### config.mk
export PLATFORM = sky130hd
export DESIGN_NAME = modbus_read_coils_responder
export DESIGN_NICKNAME = d
export VERILOG_FILES = /design/src/rtl/mrc_pkg.sv /design/src/rtl/modbus_read_coils_responder.sv /design/src/rtl/mrc_front.sv /design/src/rtl/mrc_cmd_fifo.sv /design/src/rtl/mrc_back.sv
export SDC_FILE = /design/constraint.sdc
export NUM_CORES = 1
export LEC_CHECK = 0
export BUFFER_PORTS_ARGS = -buffer_cell sky130_fd_sc_hd__buf_2
export CAP_MARGIN = 15
export CORE_ASPECT_RATIO = 0.9
export CORE_MARGIN = 4
export CORE_UTILIZATION = 63
export CTS_CLUSTER_DIAMETER = 80
export DETAILED_ROUTE_END_ITERATION = 8
export GPL_ROUTABILITY_DRIVEN = 0
export GPL_TIMING_DRIVEN = 0
export MAX_ROUTING_LAYER = met4
export PLACE_DENSITY = 0.91
export SYNTH_ARGS = -nofsm -noshare
export SYNTH_HDL_FRONTEND = slang
export SYNTH_SLANG_ARGS = --single-unit
### constraint.sdc
create_clock -name clk -period 5.25 [get_ports clk]
set_clock_uncertainty 0.2 [all_clocks]
set_input_delay 1.05 -clock clk [delete_from_list [all_inputs] [get_ports clk]]
set_output_delay 1.05 -clock clk [all_outputs]
set_load 0.01 [all_outputs]
### src/rtl/mrc_pkg.sv
package mrc_pkg;

	localparam int CMD_IDX_W = 6;
	localparam int CMD_QTY_W = 7;

	localparam logic [2:0] ST_OK        = 3'd0;
	localparam logic [2:0] ST_SLAVE     = 3'd1;
	localparam logic [2:0] ST_FUNCTION  = 3'd2;
	localparam logic [2:0] ST_NOT_FOUND = 3'd3;
	localparam logic [2:0] ST_RANGE     = 3'd4;

	localparam logic [7:0] FUNC_READ_COILS = 8'h01;

	localparam logic [1:0] REG_SLAVE_ADDRESS = 2'd0;
	localparam logic [1:0] REG_COIL_BASE     = 2'd1;
	localparam logic [1:0] REG_ADDR_OFFSET   = 2'd2;
	localparam logic [1:0] REG_COIL_VALUES   = 2'd3;

	localparam logic [7:0]  RST_SLAVE_ADDRESS = 8'd1;
	localparam logic [15:0] RST_COIL_BASE     = 16'h1000;
	localparam logic [15:0] RST_ADDR_OFFSET   = 16'h0000;
	localparam logic [15:0] RST_COIL_VALUES   = 16'd39789;

	localparam logic [15:0] CRC_INIT = 16'hFFFF;
	localparam logic [15:0] CRC_POLY = 16'hA001;

	localparam int COIL_TABLE_W = 16;

	typedef struct packed {
		logic [7:0] rx_byte;
		logic       frame_start;
	} req_t;

	typedef struct packed {
		logic [7:0] tx_byte;
		logic       last;
		logic [2:0] status;
	} rsp_t;

	typedef struct packed {
		logic [2:0]           status;
		logic [7:0]           slave;
		logic [CMD_IDX_W-1:0] idx;
		logic [CMD_QTY_W-1:0] qty;
	} cmd_t;

endpackage

### src/rtl/modbus_read_coils_responder.sv
// A status word passes the front stage registers, the command queue and the output
// register after the sixth request word is taken. A good answer gives 3 + n header and
// coil words for n coil bytes, each followed by a pass of the bit-serial CRC unit, then
// two CRC words. A request takes six input words, one per cycle unless full is high;
// the CRC unit sets the answer rate. Reset clears the request position, the command
// queue and the valid flag, and loads slave 1, coil base 0x1000, offset 0, values 0x9B6D.
module modbus_read_coils_responder import mrc_pkg::*; #(
	parameter int NUM_COILS = 16
) (
	input  logic        clk,
	input  logic        arst_n,
	input  logic        push,
	output logic        full,
	input  req_t        req,
	output logic        empty,
	input  logic        pop,
	output rsp_t        rsp,
	input  logic        cfg_we,
	input  logic [1:0]  cfg_index,
	input  logic [15:0] cfg_data
);

	logic [7:0]  slave_address_q;
	logic [15:0] coil_base_q;
	logic [15:0] addr_offset_q;
	logic [15:0] coil_values_q;

	logic cmd_push;
	logic cmd_full;
	logic cmd_pop;
	logic cmd_empty;
	cmd_t cmd_in;
	cmd_t cmd_out;

	always_ff @(posedge clk or negedge arst_n) begin
		if (!arst_n) begin
			slave_address_q <= RST_SLAVE_ADDRESS;
			coil_base_q     <= RST_COIL_BASE;
			addr_offset_q   <= RST_ADDR_OFFSET;
			coil_values_q   <= RST_COIL_VALUES;
		end else if (cfg_we) begin
			case (cfg_index)
				REG_SLAVE_ADDRESS: slave_address_q <= cfg_data[7:0];
				REG_COIL_BASE:     coil_base_q     <= cfg_data;
				REG_ADDR_OFFSET:   addr_offset_q   <= cfg_data;
				REG_COIL_VALUES:   coil_values_q   <= cfg_data;
				default: begin
				end
			endcase
		end
	end

	mrc_front #(
		.NUM_COILS(NUM_COILS)
	) u_front (
		.clk              (clk),
		.arst_n           (arst_n),
		.push             (push),
		.full             (full),
		.req              (req),
		.slave_address    (slave_address_q),
		.coil_base_address(coil_base_q),
		.address_offset   (addr_offset_q),
		.cmd_push         (cmd_push),
		.cmd              (cmd_in),
		.cmd_full         (cmd_full)
	);

	mrc_cmd_fifo u_cmd_fifo (
		.clk   (clk),
		.arst_n(arst_n),
		.push  (cmd_push),
		.wdata (cmd_in),
		.full  (cmd_full),
		.pop   (cmd_pop),
		.rdata (cmd_out),
		.empty (cmd_empty)
	);

	mrc_back #(
		.NUM_COILS(NUM_COILS)
	) u_back (
		.clk        (clk),
		.arst_n     (arst_n),
		.coil_values(coil_values_q),
		.cmd        (cmd_out),
		.cmd_empty  (cmd_empty),
		.cmd_pop    (cmd_pop),
		.empty      (empty),
		.pop        (pop),
		.rsp        (rsp)
	);

	a_no_push_when_full: assert property (@(posedge clk) disable iff (!arst_n)
		!(cmd_push && cmd_full))
		else $error("Command pushed into a full queue.");

	a_status_word_is_last: assert property (@(posedge clk) disable iff (!arst_n)
		(!empty && rsp.status != ST_OK) |-> (rsp.last && rsp.tx_byte == 8'd0))
		else $error("Status word is not a single final zero word.");

	a_full_needs_held_command: assert property (@(posedge clk) disable iff (!arst_n)
		full |-> (cmd_full && !cmd_empty))
		else $error("Input stalled while the command queue has room.");

endmodule

### src/rtl/mrc_front.sv
module mrc_front import mrc_pkg::*; #(
	parameter int NUM_COILS = 16
) (
	input  logic        clk,
	input  logic        arst_n,
	input  logic        push,
	output logic        full,
	input  req_t        req,
	input  logic [7:0]  slave_address,
	input  logic [15:0] coil_base_address,
	input  logic [15:0] address_offset,
	output logic        cmd_push,
	output cmd_t        cmd,
	input  logic        cmd_full
);

	localparam logic [16:0] NUM_C = 17'(NUM_COILS);

	logic [2:0]  pos_q;
	logic [39:0] shift_q;
	logic        valid_s1;
	logic [7:0]  slave_s1;
	logic [7:0]  func_s1;
	logic [15:0] start_s1;
	logic [15:0] qty_s1;

	logic        accept;
	logic [2:0]  pos_eff;
	logic [15:0] addr;
	logic [15:0] idx16;
	logic [16:0] end17;

	assign full     = valid_s1 && cmd_full;
	assign accept   = push && !full;
	assign pos_eff  = req.frame_start ? 3'd0 : pos_q;
	assign cmd_push = valid_s1 && !cmd_full;

	always_ff @(posedge clk or negedge arst_n) begin
		if (!arst_n) begin
			pos_q    <= 3'd0;
			shift_q  <= 40'd0;
			valid_s1 <= 1'b0;
		end else begin
			if (accept) begin
				if (pos_eff < 3'd5) begin
					shift_q <= {(req.frame_start ? 32'd0 : shift_q[31:0]), req.rx_byte};
					pos_q   <= pos_eff + 3'd1;
				end else begin
					pos_q   <= 3'd0;
					shift_q <= 40'd0;
				end
			end
			if (accept && pos_eff == 3'd5) begin
				valid_s1 <= 1'b1;
			end else if (cmd_push) begin
				valid_s1 <= 1'b0;
			end
		end
	end

	always_ff @(posedge clk) begin
		if (accept && pos_eff == 3'd5) begin
			slave_s1 <= shift_q[39:32];
			func_s1  <= shift_q[31:24];
			start_s1 <= shift_q[23:8];
			qty_s1   <= {shift_q[7:0], req.rx_byte};
		end
	end

	assign addr  = start_s1 + address_offset;
	assign idx16 = addr - coil_base_address;
	assign end17 = {1'b0, idx16} + {1'b0, qty_s1};

	always_comb begin
		cmd.slave = slave_s1;
		cmd.idx   = idx16[CMD_IDX_W-1:0];
		cmd.qty   = qty_s1[CMD_QTY_W-1:0];
		if (slave_s1 != slave_address) begin
			cmd.status = ST_SLAVE;
		end else if (func_s1 != FUNC_READ_COILS) begin
			cmd.status = ST_FUNCTION;
		end else if ({1'b0, idx16} >= NUM_C) begin
			cmd.status = ST_NOT_FOUND;
		end else if (qty_s1 == 16'd0 || end17 > NUM_C) begin
			cmd.status = ST_RANGE;
		end else begin
			cmd.status = ST_OK;
		end
	end

endmodule

### src/rtl/mrc_cmd_fifo.sv
module mrc_cmd_fifo import mrc_pkg::*; (
	input  logic clk,
	input  logic arst_n,
	input  logic push,
	input  cmd_t wdata,
	output logic full,
	input  logic pop,
	output cmd_t rdata,
	output logic empty
);

	cmd_t       mem_q [2];
	logic       wr_ptr_q;
	logic       rd_ptr_q;
	logic [1:0] count_q;
	logic       do_push;
	logic       do_pop;

	assign full    = count_q == 2'd2;
	assign empty   = count_q == 2'd0;
	assign do_push = push && !full;
	assign do_pop  = pop && !empty;
	assign rdata   = mem_q[rd_ptr_q];

	always_ff @(posedge clk or negedge arst_n) begin
		if (!arst_n) begin
			wr_ptr_q <= 1'b0;
			rd_ptr_q <= 1'b0;
			count_q  <= 2'd0;
		end else begin
			if (do_push) begin
				wr_ptr_q <= !wr_ptr_q;
			end
			if (do_pop) begin
				rd_ptr_q <= !rd_ptr_q;
			end
			if (do_push && !do_pop) begin
				count_q <= count_q + 2'd1;
			end else if (do_pop && !do_push) begin
				count_q <= count_q - 2'd1;
			end
		end
	end

	always_ff @(posedge clk) begin
		if (do_push) begin
			mem_q[wr_ptr_q] <= wdata;
		end
	end

endmodule

### src/rtl/mrc_back.sv
module mrc_back import mrc_pkg::*; #(
	parameter int NUM_COILS = 16
) (
	input  logic        clk,
	input  logic        arst_n,
	input  logic [15:0] coil_values,
	input  cmd_t        cmd,
	input  logic        cmd_empty,
	output logic        cmd_pop,
	output logic        empty,
	input  logic        pop,
	output rsp_t        rsp
);

	localparam int DATA_W = ((NUM_COILS + 7) / 8) * 8;

	localparam logic [1:0] S_IDLE = 2'd0;
	localparam logic [1:0] S_BYTE = 2'd1;
	localparam logic [1:0] S_CRC  = 2'd2;

	logic [1:0]        state_q;
	logic [3:0]        cnt_q;
	logic [2:0]        bit_q;
	logic [15:0]       crc_q;
	logic [3:0]        nbytes_q;
	logic [7:0]        slave_q;
	logic [DATA_W-1:0] data_q;
	logic              out_valid_q;
	rsp_t              out_q;

	logic              out_free;
	logic [DATA_W-1:0] coil_ext;
	logic [DATA_W-1:0] coil_sel;
	logic [7:0]        qty_sum;
	logic [3:0]        body_len;
	logic [7:0]        cur_byte;

	assign out_free = !out_valid_q || pop;
	assign empty    = !out_valid_q;
	assign rsp      = out_q;
	assign cmd_pop  = state_q == S_IDLE && !cmd_empty && out_free;
	assign qty_sum  = {1'b0, cmd.qty} + 8'd7;
	assign body_len = 4'd3 + nbytes_q;

	always_comb begin
		for (int i = 0; i < DATA_W; i++) begin
			coil_ext[i] = (i < COIL_TABLE_W) ? coil_values[i % COIL_TABLE_W] : 1'b0;
		end
		coil_sel = coil_ext >> cmd.idx;
		for (int i = 0; i < DATA_W; i++) begin
			if (8'(i) >= {1'b0, cmd.qty}) begin
				coil_sel[i] = 1'b0;
			end
		end
	end

	always_comb begin
		if (cnt_q == 4'd0) begin
			cur_byte = slave_q;
		end else if (cnt_q == 4'd1) begin
			cur_byte = FUNC_READ_COILS;
		end else if (cnt_q == 4'd2) begin
			cur_byte = {4'd0, nbytes_q};
		end else if (cnt_q < body_len) begin
			cur_byte = data_q[7:0];
		end else if (cnt_q == body_len) begin
			cur_byte = crc_q[7:0];
		end else begin
			cur_byte = crc_q[15:8];
		end
	end

	always_ff @(posedge clk or negedge arst_n) begin
		if (!arst_n) begin
			state_q     <= S_IDLE;
			out_valid_q <= 1'b0;
			cnt_q       <= 4'd0;
			bit_q       <= 3'd0;
		end else begin
			if (out_valid_q && pop) begin
				out_valid_q <= 1'b0;
			end
			case (state_q)
				S_IDLE: begin
					if (cmd_pop) begin
						cnt_q <= 4'd0;
						if (cmd.status != ST_OK) begin
							out_valid_q <= 1'b1;
						end else begin
							state_q <= S_BYTE;
						end
					end
				end
				S_BYTE: begin
					if (out_free) begin
						out_valid_q <= 1'b1;
						if (cnt_q < body_len) begin
							bit_q   <= 3'd0;
							state_q <= S_CRC;
						end else if (cnt_q == body_len) begin
							cnt_q <= cnt_q + 4'd1;
						end else begin
							state_q <= S_IDLE;
						end
					end
				end
				S_CRC: begin
					bit_q <= bit_q + 3'd1;
					if (bit_q == 3'd7) begin
						cnt_q   <= cnt_q + 4'd1;
						state_q <= S_BYTE;
					end
				end
				default: begin
					state_q <= S_IDLE;
				end
			endcase
		end
	end

	always_ff @(posedge clk) begin
		case (state_q)
			S_IDLE: begin
				if (cmd_pop) begin
					out_q    <= '{tx_byte: 8'd0, last: 1'b1, status: cmd.status};
					slave_q  <= cmd.slave;
					nbytes_q <= qty_sum[6:3];
					data_q   <= coil_sel;
					crc_q    <= CRC_INIT;
				end
			end
			S_BYTE: begin
				if (out_free) begin
					out_q <= '{tx_byte: cur_byte, last: cnt_q > body_len, status: ST_OK};
					if (cnt_q < body_len) begin
						crc_q <= crc_q ^ {8'd0, cur_byte};
					end
					if (cnt_q >= 4'd3 && cnt_q < body_len) begin
						data_q <= data_q >> 8;
					end
				end
			end
			S_CRC: begin
				crc_q <= crc_q[0] ? ((crc_q >> 1) ^ CRC_POLY) : (crc_q >> 1);
			end
			default: begin
			end
		endcase
	end

endmodule
# After elaboration in Yosys (flattened, before gate mapping)
# Memory sizes are Yosys's and may differ from the RTL's.
# Cells that the tools add are included.
op_classes:
  n_eq_ne: 22
  shifts: 1
  n_lt_le_gt_ge: 22
  n_reduce_logical: 44
  n_mul: 0
  n_mux: 68
  n_bitwise: 2
  n_addsub: 10
  div: 0
ops:
  columns: ["op", "n"]
  rows:
  - ["$mux 16", 7]
  - ["$ge 4x7->1 const A", 8]
  - ["$pmux 16 s3", 1]
  - ["$mux 40", 1]
  - ["$mux 8", 5]
  - ["$mux 32", 1]
  - ["$pmux 16 s2", 1]
  - ["$ge 3x7->1 const A", 4]
  - ["$mux 1", 24]
  - ["$mux 12", 2]
  - ["$mux 3", 8]
  - ["$pmux 12 s2", 1]
  - ["$mux 4", 5]
  - ["$add 16x16->17", 1]
  - ["$gt 17x5->1 const B", 1]
  - ["$add 16x16->16", 1]
  - ["$ge 16x5->1 const B", 1]
  - ["$logic_not 16->1", 1]
  - ["$mux 2", 8]
  - ["$shr 16x6->16", 1]
  - ["$sub 16x16->16", 1]
  - ["$xor 16x8->16", 1]
  - ["$ge 1x7->1 const A", 2]
  - ["$ge 2x7->1 const A", 2]
  - ["other kinds (38)", 81]
totals:
  register_bits: 218
  latch_bits: 0
  word_cells: 195
  n_memories: 1
  out_inout_bits: 14
  ramBits: 48
  mem_bits_ro: 0
  input_bits: 32
mem_list:
  columns: ["memory", "depth", "word_bits", "rd", "rd_clocked_by_memory_dff", "wr", "line", "source"]
  rows:
  - ["u_cmd_fifo.mem_q", 2, 24, 1, 0, 1, "mrc_cmd_fifo.sv:12", "cmd_t mem_q [2];"]

# Logic depth before layout (Yosys ltp)
logic_depth:
  depth_word: 11
  ltp_mapped: 21
  mapped_depth_nobuf: 20

# Hierarchy
# Synthesis repeated with hierarchy kept, for this count alone.
hier_totals:
  hier_cells: 1155
  area_unflattened_um2: 14047.2
modules_own_cells:
  columns: ["mod", "n_inst", "seq_area_each_um2", "area_each_um2", "cells_per_inst"]
  rows:
  - ["mrc_front", 1, 2542.4, 5560.3, 512]
  - ["mrc_back", 1, 1931.9, 4331.7, 430]
  - ["modbus_read_coils_responder", 1, 1416.4, 2124.5, 119]
  - ["mrc_cmd_fifo", 1, 1541.5, 2030.7, 94]

# Worst setup path before layout
# Ideal clock, no wire load.
synth_path:
  path_type: "register to register"
  start: "register coil_base_q[2]"
  end: "memory u_cmd_fifo.mem_q[0][23] (netlist bit) (data pin)"
  t_arrival_ps: 4220
  setup_ps: 265
  stages_incl_launch_ff: 18
  synth_period_minus_slack_ps: 4684
  n_path_buf: 0
  setup_slack_ps: 566
  t_required_ps: 4785
  cell_sequence: "dfrtp_1 fa_1 inv_1 ha_1 nor2b_4 o2111a_1 or4_4 a21oi_4 o311ai_1 xor2_1 ha_1 a31oi_1 o221ai_1 a2111oi_0 nand4_1 nor4_1 nand4_1 o311a_1"
synth_lines:
  columns: ["item", "line", "source"]
  rows:
  - ["start: declaration", "modbus_read_coils_responder.sv:24", "logic [15:0] coil_base_q;"]
  - ["start signal: assignment", "modbus_read_coils_responder.sv:44", "REG_COIL_BASE: coil_base_q <= cfg_data;"]
  - ["end: declaration", "mrc_cmd_fifo.sv:12", null]

==> impl_metrics.py <==
metrics = {
    "floorplan": {
        "start_util": 0.648,
        "die_h_um": 147,
        "die_area_um2": 24000,
        "core_area_um2": 21000,
        "die_w_um": 163,
        "fp-row-count": 50,
        "io_pins": 46,
    },
    "critical_path": {
        "cp_top_family": "compound AO/OA/AOI/OAI gates",
        "cpPeakStageDelay_ps": 580,
        "worst-setup-path-type": "reg2reg",
        "critPathSlowestCell": "or4_4",
        "start_kind": "flip-flop",
        "rr_worst_depth": 16,
        "critPathBufInv": 1,
        "rrSetupSlack_ps": -70,
        "critPathRequiredTime_ps": 5290,
        "crit_chain": "fa_1 > inv_1 > ha_1 > a21o_1 > or4_4 > a21oi_4 > o311ai_2 > xor2_1 > ha_1 > a31oi_4 > o221ai_2 > a2111oi_2 > nand4_1 > nor4_1 > nand4_1 > o311a_1",
        "worstSetupEndpointType": "flip-flop",
        "critPathMaxFanout": 7,
        "r2r-start": "coil_base_q[7]$_DFFE_PN0P_",
        "arrival_ps": 5360,
        "cp-startpoint": "coil_base_q[7]$_DFFE_PN0P_",
        "rr_endpoint": "u_cmd_fifo.mem_q[0][23]$_DFFE_PP_",
    },
    "drt": {
        "vias_per_cell": 6.38,
        "firstDrtPassIters": 8,
        "wirelength_um": 32800,
        "wl_per_cell_um": 21.7,
        "drc": 0,
        "antenna_left": 0,
        "vias": 9644,
        "drt-initial-drc-count": 1063,
    },
    "timing": {
        "fin_crit_ps": 5320,
        "tightest_slew_ps": 1110,
        "relSlewSlack": 0.256,
        "drv_slew": 0,
        "hold_viol": 0,
        "fmax_mhz": 188,
        "period_share": 1.01,
        "finalSetupViolations": 2,
        "setup_ws_ps": -65.4,
    },
    "power_and_ir_drop": {
        "p_leak_nw": 6.35,
        "power.density_nw_per_um2": 616,
        "peakVddDrop_mv": 0.343,
    },
    "grt": {
        "grtUsageMet2": 0.461,
        "grt_max_degree": 60,
        "grt_pass1_wl_um": 49700,
        "grt_util_all_layers": 0.267,
        "grt_overflow": 0,
        "met1_usage": 0.321,
        "grt_pass1_vias": 9581,
        "met3_usage": 0.0357,
        "busiest_layer": "met2",
        "antenna_found_initial": 0,
    },
    "finish": {
        "syn_to_final_growth_pct": 12.6,
        "diodes": 0,
        "post-route-util": 0.729,
        "fin_area_um2": 15300,
        "drive_gt1_frac": 0.188,
        "fin_nets": 1307,
        "instances_no_fill": 1511,
    },
    "cts": {
        "cts_max_level": 1,
        "root_buffer": "clkbuf_16",
        "clock_sinks": 266,
        "cts_max_path_buffers": 3,
        "clkSlewWorstSetupHoldPaths_ps": 70,
        "insertion_delay_ps": 520,
        "cts_tree": "yes",
        "cts_buffers": 25,
        "hold_buffers": 0,
    },
    "placed_design": {
        "numPortBuffers": 45,
        "dp_hpwl_um": 22700,
        "place_area_um2": 14300,
        "dpl.cell_count": 1459,
    },
    "status": {
        "violations": "negative setup slack",
        "status": "finished with violations",
    },
    "logic_synthesis": {
        "synth_cell_types": 75,
        "async_flop_share": 0.429,
        "synth_ff_type": "edfxtp_1",
        "synth_top_cell_by_area": "edfxtp_1",
        "synth_edf_count": 152,
        "synth_area_um2": 13600,
        "ys_seq_area_frac": 0.546,
        "yosysTopAreaCellShare": 0.335,
        "postSynthNetCount": 1223,
        "synth_warnings": 0,
        "post_synth.cell_area_avg_um2": 12.1,
        "syn_inst": 1123,
        "synth-seq-cells": 266,
        "synth_area_leaders": "edfxtp_1, dfrtp_1, mux2_2, ha_1, mux2i_1",
    },
    "worst_hold_path": {
        "hp-start": "u_front.shift_q[37]$_DFFE_PN0P_",
        "hold_class": "reg2reg",
        "hold_depth": 0,
        "holdPathEnd": "u_front.slave_s1[5]$_DFFE_PP_",
    },
    "job": {
        "maxCapViolations": 0,
    },
}
[worst register-to-register path: stages, from the launching register on]
cell and delay, ps:
dfrtp_1 400, fa_1 560, inv_1 60, ha_1 390, a21o_1 300, or4_4 580, a21oi_4 200, o311ai_2 130
xor2_1 310, ha_1 360, a31oi_4 240, o221ai_2 150, a2111oi_2 230, nand4_1 140, nor4_1 220, nand4_1 170
o311a_1 400
[through the flow]
stage	setup TNS (ps)	worst slack, ps	total power [W]	hold slack, ps
after CTS	0	5.61	0.00894	260
after detailed placement	-211	-105	0.00701	245
after floorplan	0	566	0.00597	225
after global routing	-376	-188	0.00990	275
final	-131	-65.4	0.00944	279
after global placement	-2.45	-1.23	0.00680	240
[layer usage]
layer | wire length, um | part of all wire
met2 | 16700 | 0.51
met5 | 0 | 0
met4 | 1480 | 0.045
met3 | 2250 | 0.069
met1 | 12400 | 0.38
[timing repair]
item                                   CTS  global route
cloned                                   0             0
resized for setup                        3            25
setup endpoints to repair                2             2
pin swaps                                3             3
endpoints found under the hold margin    0             0
setup buffers                            6             5
[kinds of logic (layout without fill, tap and decap cells)]
family / Yosys count / count (layout) / share of synthesized area
muxes: 116 / 116 / 0.0974
adders and majority gates: 68 / 68 / 0.0713
and+or+nand+nor: 248 / 248 / 0.0881
AOI/OAI and AO/OA: 250 / 250 / 0.130
DFF: 266 / 266 / 0.546
xor gates and xnor gates: 47 / 47 / 0.0302
buffers and inverters: 128 / 230 / 0.0370
[cell usage in the layout, fill, tap and decap left out, types with 5 or more instances in the layout]
cell type	n
a211oi_1	8
a21o_1	15
a21oi_1	31
a221o_1	7
a22o_1	43
a2bb2oi_1	5
a31oi_1	8
a32o_1	6
and2_1	8
buf_2	52
buf_4	13
clkbuf_1	31
clkbuf_16	26
clkbuf_8	6
clkinv_2	5
dfrtp_1	102
dfstp_2	12
edfxtp_1	152
fa_1	16
ha_1	46
inv_1	88
mux2_2	69
mux2i_1	40
mux4_2	6
nand2_1	76
nand2b_1	10
nand3_1	15
nand3b_1	5
nand4_1	11
nor2_1	65
nor2b_1	6
nor3_1	17
nor3b_1	5
nor4_1	8
o21a_1	6
o21ai_0	62
o22ai_1	6
xnor2_1	31
xor2_1	12
[worst max-delay path by stage]
stage,end,cells after the start
global placement,u_cmd_fifo.mem_q[1][23]$_DFFE_PP_,17
detailed placement,u_cmd_fifo.mem_q[0][23]$_DFFE_PP_,17
CTS,u_cmd_fifo.mem_q[0][23]$_DFFE_PP_,18
finish,u_cmd_fifo.mem_q[0][23]$_DFFE_PP_,16
floorplan,u_cmd_fifo.mem_q[0][23]$_DFFE_PP_,17
global route,u_cmd_fifo.mem_q[0][23]$_DFFE_PP_,16
[power breakdown]
part | switching (W) | internal (W) | total [W]
registers | 0.000252 | 0.00276 | 0.00301
logic | 0.00275 | 0.00187 | 0.00463
clock network | 0.000763 | 0.00104 | 0.00180
[cells in the mapped netlist (9+ instances only)]
master / number
edfxtp_1: 152
dfrtp_1: 102
inv_1: 88
nand2_1: 76
mux2_2: 69
nor2_1: 68
o21ai_0: 62
ha_1: 52
a22o_1: 43
mux2i_1: 40
xnor2_1: 35
a21oi_1: 34
clkbuf_1: 29
nor3_1: 17
fa_1: 16
a21o_1: 15
nand3_1: 15
dfstp_2: 12
xor2_1: 12
nand4_1: 11
a31oi_1: 10
nand2b_1: 10
and2_1: 9
[flip-flops by register name, indices dropped and copies added (netlist names), 4 cells and up]
| signal | flops |
|---|---|
| coil_values_q | 16 |
| u_cmd_fifo.mem_q | 48 |
| u_back.data_q | 16 |
| slave_address_q | 8 |
| u_back.nbytes_q | 4 |
| addr_offset_q | 16 |
| u_back.slave_q | 8 |
| u_front.func_s1 | 8 |
| u_front.qty_s1 | 16 |
| u_back.cnt_q | 4 |
| u_front.start_s1 | 16 |
| coil_base_q | 16 |
| u_front.slave_s1 | 8 |
| u_back.rsp | 12 |
| u_front.shift_q | 40 |
| u_back.crc_q | 16 |
[layout make-up]
cell class / count / area [um2]
clock buffer: 38 / 756
buffer: 35 / 155
inverter: 89 / 334
clock inverter: 7 / 58.8
sequential: 266 / 7430
timing repair buffer: 61 / 385
tap: 286 / 358
fill: 1283 / 5690
multi-input combinational: 729 / 5850
(Power assumes the default switching activity.)
